### config.mk
export PLATFORM = sky130hd
export DESIGN_NAME = counting_semaphore_wait_queue
export DESIGN_NICKNAME = d
export VERILOG_FILES = /design/src/sv/cswq_pkg.sv /design/src/sv/cswq_ram.sv /design/src/sv/counting_semaphore_wait_queue.sv
export SDC_FILE = /design/constraint.sdc
export NUM_CORES = 1
export LEC_CHECK = 0
export BUFFER_PORTS_ARGS = -buffer_cell sky130_fd_sc_hd__clkbuf_2
export CAP_MARGIN = 15
export CORE_MARGIN = 2
export CORE_UTILIZATION = 35
export DETAILED_ROUTE_END_ITERATION = 6
export HOLD_SLACK_MARGIN = 0.02
export PLACE_DENSITY = 0.56
export SYNTH_ARGS = -nofsm -noshare
export SYNTH_HDL_FRONTEND = slang
export SYNTH_SLANG_ARGS = --single-unit
### constraint.sdc
create_clock -name clk -period 12.3 [get_ports clk]
set_input_delay 1.23 -clock clk [delete_from_list [all_inputs] [get_ports clk]]
set_output_delay 1.23 -clock clk [all_outputs]
set_load 0.01 [all_outputs]
### src/sv/cswq_pkg.sv
package cswq_pkg;

	localparam int ID_W       = 8;
	localparam int AMT_W      = 8;
	localparam int COUNT_W    = 16;
	localparam int CFG_W      = 15;
	localparam int OUTCOME_W  = 3;
	localparam int REL_W      = 7;
	localparam int RESULT_CAP = 64;
	localparam int COUNT_MAX  = 32767;

	localparam logic signed [COUNT_W-1:0] COUNT_ONE = 1;

	localparam logic REQ_WAIT   = 1'b0;
	localparam logic REQ_SIGNAL = 1'b1;

	localparam logic REG_INITIAL_COUNT = 1'b0;

	localparam logic [OUTCOME_W-1:0] OUT_GRANTED  = 3'd0;
	localparam logic [OUTCOME_W-1:0] OUT_BLOCKED  = 3'd1;
	localparam logic [OUTCOME_W-1:0] OUT_RELEASED = 3'd2;
	localparam logic [OUTCOME_W-1:0] OUT_NONE     = 3'd3;
	localparam logic [OUTCOME_W-1:0] OUT_NEGATIVE = 3'd4;
	localparam logic [OUTCOME_W-1:0] OUT_FULL     = 3'd5;

	typedef struct packed {
		logic                    req_type;
		logic [ID_W-1:0]         thread_id;
		logic signed [AMT_W-1:0] signal_amount;
	} cswq_req_t;

	typedef struct packed {
		logic [OUTCOME_W-1:0]      outcome;
		logic [ID_W-1:0]           waiter_id;
		logic signed [AMT_W-1:0]   signal_return;
		logic signed [COUNT_W-1:0] count_value;
		logic                      last;
	} cswq_rsp_t;

	typedef enum logic {
		ST_IDLE,
		ST_RELEASE
	} cswq_state_t;

endpackage

### src/sv/cswq_ram.sv
module cswq_ram #(
	parameter int WIDTH = 8,
	parameter int DEPTH = 64
) (
	input  logic                     clk,
	input  logic                     we,
	input  logic [$clog2(DEPTH)-1:0] waddr,
	input  logic [WIDTH-1:0]         wdata,
	input  logic [$clog2(DEPTH)-1:0] raddr,
	output logic [WIDTH-1:0]         rdata
);

	logic [WIDTH-1:0] mem_q [DEPTH];

	always_ff @(posedge clk) begin
		if (we) begin
			mem_q[waddr] <= wdata;
		end
		rdata <= mem_q[raddr];
	end

endmodule

### src/sv/counting_semaphore_wait_queue.sv
// Counting semaphore with a FIFO queue of blocked thread ids. A request is taken when start is
// high and busy is low; each result word appears on rsp for one cycle with valid high and must be
// taken then since the receiver cannot stall. A wait, a negative signal or a signal that finds the
// queue empty gives one word, on the cycle after acceptance. A signal that releases r queued
// threads gives r words, one per cycle, the first once the block is in its release state and
// the word has been registered, each paced by one registered read of the waiter memory.
// At most 64 threads are released per signal. Writing initial_count reloads the count and empties
// the queue; write it only while the block is idle.
module counting_semaphore_wait_queue #(
	parameter int MAX_WAITERS    = 64,
	parameter int THREAD_ID_BITS = 8
) (
	input  logic                clk,
	input  logic                arst_n,
	input  logic                psel,
	input  logic                penable,
	input  logic                pwrite,
	input  logic [2:0]          paddr,
	input  logic [31:0]         pwdata,
	output logic [31:0]         prdata,
	output logic                pready,
	input  logic                start,
	input  cswq_pkg::cswq_req_t req,
	output logic                busy,
	output logic                valid,
	output cswq_pkg::cswq_rsp_t rsp
);

	import cswq_pkg::*;

	localparam int FillW = $clog2(MAX_WAITERS + 1);
	localparam int PtrW  = $clog2(MAX_WAITERS);
	localparam int IdW   = (THREAD_ID_BITS < ID_W) ? THREAD_ID_BITS : ID_W;

	cswq_state_t               state_q, state_d;
	logic [CFG_W-1:0]          initial_q;
	logic signed [COUNT_W-1:0] count_q, count_d;
	logic [FillW-1:0]          fill_q, fill_d;
	logic [PtrW-1:0]           head_q, head_d, tail_q, tail_d;
	logic [PtrW-1:0]           head_inc, tail_inc;
	logic [REL_W-1:0]          rem_q, rem_d, rel_q, rel_d, extra_q, extra_d;
	logic                      valid_q, valid_d;
	cswq_rsp_t                 rsp_q, rsp_d;

	logic                      cfg_wr;
	logic [IdW-1:0]            id_m;
	logic [REL_W-1:0]          n_u, fill_cap, rel_new;
	logic signed [COUNT_W:0]   sum_wide;
	logic signed [COUNT_W-1:0] sum_sat;
	logic                      fill_full;
	logic                      ram_we;
	logic [PtrW-1:0]           ram_raddr;
	logic [IdW-1:0]            ram_rdata;

	assign pready = 1'b1;
	assign cfg_wr = psel & penable & pwrite & (paddr[2] == REG_INITIAL_COUNT);
	assign prdata = (paddr[2] == REG_INITIAL_COUNT) ? 32'(initial_q) : '0;

	assign busy  = (state_q != ST_IDLE);
	assign valid = valid_q;
	assign rsp   = rsp_q;

	assign id_m      = req.thread_id[IdW-1:0];
	assign head_inc  = (head_q == PtrW'(MAX_WAITERS - 1)) ? '0 : head_q + 1'b1;
	assign tail_inc  = (tail_q == PtrW'(MAX_WAITERS - 1)) ? '0 : tail_q + 1'b1;
	assign fill_full = (int'(fill_q) >= MAX_WAITERS);

	assign n_u      = (req.signal_amount == '0) ? REL_W'(1) : req.signal_amount[REL_W-1:0];
	assign fill_cap = (int'(fill_q) > RESULT_CAP) ? REL_W'(RESULT_CAP) : REL_W'(fill_q);
	assign rel_new  = (n_u < fill_cap) ? n_u : fill_cap;

	assign sum_wide = $signed({count_q[COUNT_W-1], count_q}) + $signed((COUNT_W + 1)'(n_u));
	assign sum_sat  = (sum_wide > $signed((COUNT_W + 1)'(COUNT_MAX))) ?
		COUNT_W'(COUNT_MAX) : sum_wide[COUNT_W-1:0];

	cswq_ram #(
		.WIDTH (IdW),
		.DEPTH (MAX_WAITERS)
	) u_waiters (
		.clk   (clk),
		.we    (ram_we),
		.waddr (tail_q),
		.wdata (id_m),
		.raddr (ram_raddr),
		.rdata (ram_rdata)
	);

	always_comb begin
		state_d   = state_q;
		count_d   = count_q;
		fill_d    = fill_q;
		head_d    = head_q;
		tail_d    = tail_q;
		rem_d     = rem_q;
		rel_d     = rel_q;
		extra_d   = extra_q;
		valid_d   = 1'b0;
		rsp_d     = rsp_q;
		ram_we    = 1'b0;
		ram_raddr = head_q;
		unique case (state_q)
			ST_IDLE: begin
				if (cfg_wr) begin
					count_d = COUNT_W'(pwdata[CFG_W-1:0]);
					fill_d  = '0;
					head_d  = '0;
					tail_d  = '0;
				end else if (start) begin
					valid_d            = 1'b1;
					rsp_d.last         = 1'b1;
					rsp_d.waiter_id    = '0;
					rsp_d.signal_return = '0;
					if (req.req_type == REQ_WAIT) begin
						rsp_d.waiter_id = ID_W'(id_m);
						if (count_q > 0) begin
							rsp_d.outcome = OUT_GRANTED;
							count_d       = count_q - COUNT_ONE;
						end else if (fill_full) begin
							rsp_d.outcome = OUT_FULL;
						end else begin
							rsp_d.outcome = OUT_BLOCKED;
							ram_we        = 1'b1;
							tail_d        = tail_inc;
							fill_d        = fill_q + 1'b1;
							count_d       = count_q - COUNT_ONE;
						end
					end else if (req.signal_amount < 0) begin
						rsp_d.outcome       = OUT_NEGATIVE;
						rsp_d.signal_return = req.signal_amount;
					end else if (rel_new == '0) begin
						rsp_d.outcome = OUT_NONE;
						count_d       = sum_sat;
					end else begin
						valid_d = 1'b0;
						state_d = ST_RELEASE;
						rem_d   = rel_new;
						rel_d   = rel_new;
						extra_d = n_u - rel_new;
					end
					rsp_d.count_value = count_d;
				end
			end
			ST_RELEASE: begin
				valid_d             = 1'b1;
				rsp_d.outcome       = OUT_RELEASED;
				rsp_d.waiter_id     = ID_W'(ram_rdata);
				rsp_d.signal_return = AMT_W'(rel_q);
				rsp_d.last          = (rem_q == REL_W'(1));
				head_d              = head_inc;
				ram_raddr           = head_inc;
				fill_d              = fill_q - 1'b1;
				rem_d               = rem_q - 1'b1;
				count_d             = count_q + COUNT_ONE;
				if (rsp_d.last && fill_q == FillW'(1)) begin
					count_d = count_q + COUNT_ONE + COUNT_W'(extra_q);
				end
				if (rsp_d.last) begin
					state_d = ST_IDLE;
				end
				rsp_d.count_value = count_d;
			end
		endcase
	end

	always_ff @(posedge clk or negedge arst_n) begin
		if (!arst_n) begin
			state_q   <= ST_IDLE;
			initial_q <= '0;
			count_q   <= '0;
			fill_q    <= '0;
			head_q    <= '0;
			tail_q    <= '0;
			rem_q     <= '0;
			valid_q   <= 1'b0;
		end else begin
			state_q <= state_d;
			count_q <= count_d;
			fill_q  <= fill_d;
			head_q  <= head_d;
			tail_q  <= tail_d;
			rem_q   <= rem_d;
			valid_q <= valid_d;
			if (cfg_wr) begin
				initial_q <= pwdata[CFG_W-1:0];
			end
		end
	end

	always_ff @(posedge clk) begin
		rel_q   <= rel_d;
		extra_q <= extra_d;
		rsp_q   <= rsp_d;
	end

	a_release_has_waiter: assert property (@(posedge clk) disable iff (!arst_n)
		state_q == ST_RELEASE |-> fill_q != '0)
		else $error("release with empty queue");

	a_count_tracks_fill: assert property (@(posedge clk) disable iff (!arst_n)
		fill_q != '0 |-> (count_q + COUNT_W'(fill_q)) == '0)
		else $error("count out of step with queue fill");

	a_fill_bound: assert property (@(posedge clk) disable iff (!arst_n)
		int'(fill_q) <= MAX_WAITERS)
		else $error("queue fill beyond capacity");

	a_release_burst: assert property (@(posedge clk) disable iff (!arst_n)
		valid_q && rsp_q.outcome == OUT_RELEASED && !rsp_q.last |=> valid_q)
		else $error("gap inside a release burst");

endmodule

==> results.json <==
{
  "clock_sink_count": 629,
  "syn_avg_cell_area_sq_um": 11.8,
  "power_per_cell_area_nw_per_um2": 264,
  "antenna_left": 0,
  "die_h_microns": 290,
  "crit_slowest_cell": "nor2_1",
  "rsz0062_at_grt": "false",
  "min_period_ns": 4.75,
  "synth_ff_type": "edfxtp_1",
  "yosys_warnings": 0,
  "tightestPinTransition_ns": 1.05,
  "async_flop_share_pct": 9.38,
  "synth.most_common_cell": "nand2_1",
  "drt_iter0_drc": 1810,
  "nets": 2562,
  "start_util_pct": 35.4,
  "critical_path_class": "input port to flop",
  "max-cap-violations": 0,
  "fin_crit_sh_pct": 38.6,
  "hold_path_startpoint": "initial_q[8]$_DFFE_PN0P_",
  "wl_per_cell_microns": 21.8,
  "cellLeakagePower_uw": 0.0115,
  "io_pins": 129,
  "core_area_sq_um": 80800,
  "routed_via_density": 5.49,
  "path_clk_slew_ns": 0.05,
  "netlist_area_sq_um": 28600,
  "synth_common_cells": "nand2_1 (564), edfxtp_1 (562), nor2_1 (152), nand3_1 (107), and3_1 (88)",
  "hp-class": "flop to flop",
  "peakVddDrop_uv": 164,
  "first_pass_iters": 7,
  "cp.required_ns": 12.53,
  "gp_congestion": 0.867,
  "drc": 2,
  "synth_edf_count": 562,
  "worst_slack_ns": 7.55,
  "synth.distinct_cells": 93,
  "grt_usage_pct": 18.2,
  "h-tree-depth": 3,
  "post_cts_resize_count": 0,
  "antenna_found_initial": 0,
  "slowest_delay_ns": 0.89,
  "grt_max_degree": 115,
  "cts_tree": "yes",
  "startpoint_type": "input port",
  "crit_fanout": 34,
  "die_x_microns": 290,
  "yosysTopAreaCell": "edfxtp_1",
  "slew_violations": 0,
  "totalWireLength_microns": 78100,
  "seq_area_sq_um": 18500,
  "synthTopCellsByArea": "edfxtp_1 (59%), nand2_1 (7.4%), dfrtp_1 (5.2%), nor2_1 (2.0%), and3_1 (1.9%)",
  "yosysTopAreaCellShare_pct": 59.0,
  "tns_ns": 0,
  "rows": 104,
  "relSlewSlack_pct": 29.9,
  "crit_buf_inv": 2,
  "failed_checks": "DRC",
  "overflow": 0,
  "grt_pass1_vias": 18800,
  "fillCellCount": 7581,
  "root_buffer": "clkbuf_16",
  "numCtsBuffers": 71,
  "crit_path_frequent_cell": "and3_1",
  "skew_ns": 0.0347,
  "ctsHoldBuffers": 0,
  "grt_first_pass_wirelength_microns": 118000,
  "reg2reg_from": "fill_q[0]$_DFFE_PN0P_",
  "drive_above_1_share_pct": 10.3,
  "dieArea_sq_um": 84100,
  "arrival_ns": 4.98,
  "setup_violations": 0,
  "dp_slack_ns": 7.04,
  "worstSetupEndpointType": "flop",
  "cts_setup_buffers": 0,
  "yosysSeqAreaShare_pct": 64.7,
  "multi_input_area_sq_um": 9280,
  "synth-seq-cells": 629,
  "antenna_cells": 0,
  "status": "finished, violations left",
  "fmax_mhz": 211,
  "netlist_instances": 2435,
  "crit_start": "req[16]",
  "clockBufferDepth": 3,
  "hold_violations": 0,
  "finalPower_uw": 8500,
  "crit_path_cell_trace": "clkbuf_2 -> inv_1 -> and3_1 -> and2_1 -> and3_1 -> nand3_1 -> nor2_1",
  "dp_hpwl_microns": 47300,
  "port_buffers": 91,
  "dr_total_vias": 19700,
  "crit_family": "simple AND/OR/NAND/NOR gates",
  "clock_latency_ns": 0.63,
  "area_delta_synth_final_pct": 12.4
}
## cell type report
class                      count  area share [%]
clock buffer                  89            5.83
inverter                      33           0.385
clock inverter                35            1.25
multi-input combinational   1613            28.8
timing repair buffer         118            2.05
sequential                   629            57.5
tap                         1060            4.12
## through the flow
stage	utilization (%)	instance area [sq um]	cells	hold WS, ns
after global routing	39.8	32200	3577	0.503
after CTS	39.8	32200	3577	0.469
after detailed placement	37.0	29900	3453	0.454
after floorplan	-	28700	2451	0.438
after global placement	37.0	29900	3453	0.454
final	39.8	32200	3577	0.466
## report_power, final
group	total [uW]	switching, uW	internal (uW)
registers	2720	197	2520
clock network	2080	884	1200
logic	3700	2490	1210
total	8500	3570	4930
## path summary, 6_finish.rpt
path | endpoint | slack (ns) | depth (start not counted)
setup / recovery | u_waiters.mem_q[7][1]$_DFFE_PP_ | 7.55 | 7
hold / removal | initial_q[8]$_DFFE_PN0P_ | 0.47 | 2
hold reg to reg | initial_q[8]$_DFFE_PN0P_ | 0.47 | 2
min in group asynchronous | count_q[7]$_DFFE_PN0N_ | 0.83 | 2
max in group asynchronous | busy$_DFF_PN0_ | 10.81 | 2
setup reg to reg | extra_q[5]$_DFFE_PP_ | 7.60 | 18
## sequential cells by signal, indices dropped and copies added, names as in the netlist
register	cells
busy	1
count_q	16
extra_q	7
fill_q	7
head_q	6
initial_q	15
rel_q	7
rem_q	7
rsp	36
tail_q	6
u_waiters.mem_q	512
u_waiters.rdata	8
valid	1
## cell usage in the layout (no fill, tap or decap), types with 35 or more instances in the layout
cell type and n:
a21oi_1 55, a31oi_1 87, and3_1 88, clkbuf_16 72
clkbuf_2 90, dfrtp_1 58, edfxtp_1 562, ha_1 35
nand2_1 564, nand3_1 107, nor2_1 151, o21ai_0 79
## kinds of logic after synthesis
| logic type | synth area share (%) |
|---|---|
| compound gates | 10.7 |
| xor+xnor | 1.43 |
| fa+ha+maj | 1.74 |
| buf+inv | 3.33 |
| flops | 64.7 |
| mux | 1.75 |
| other cells | 0.0262 |
| simple gates | 16.4 |
## tightest hold or removal path, cell delays in order (launching register included)
cell and delay [ns]:
dfrtp_1 0.33, nand2_1 0.05, nand2_1 0.05
## metal layers
| layer | part of all wire, % | track usage [%] | vias up |
|---|---|---|---|
| li1 | - | - | 9049 |
| met1 | 43 | 24.8 | 9807 |
| met2 | 48 | 29.9 | 673 |
| met3 | 6.2 | 2.83 | 123 |
| met4 | 2.5 | 5.72 | 0 |
| met5 | 0 | 0 | - |
No activity file was read; power rests on OpenSTA's default activity.
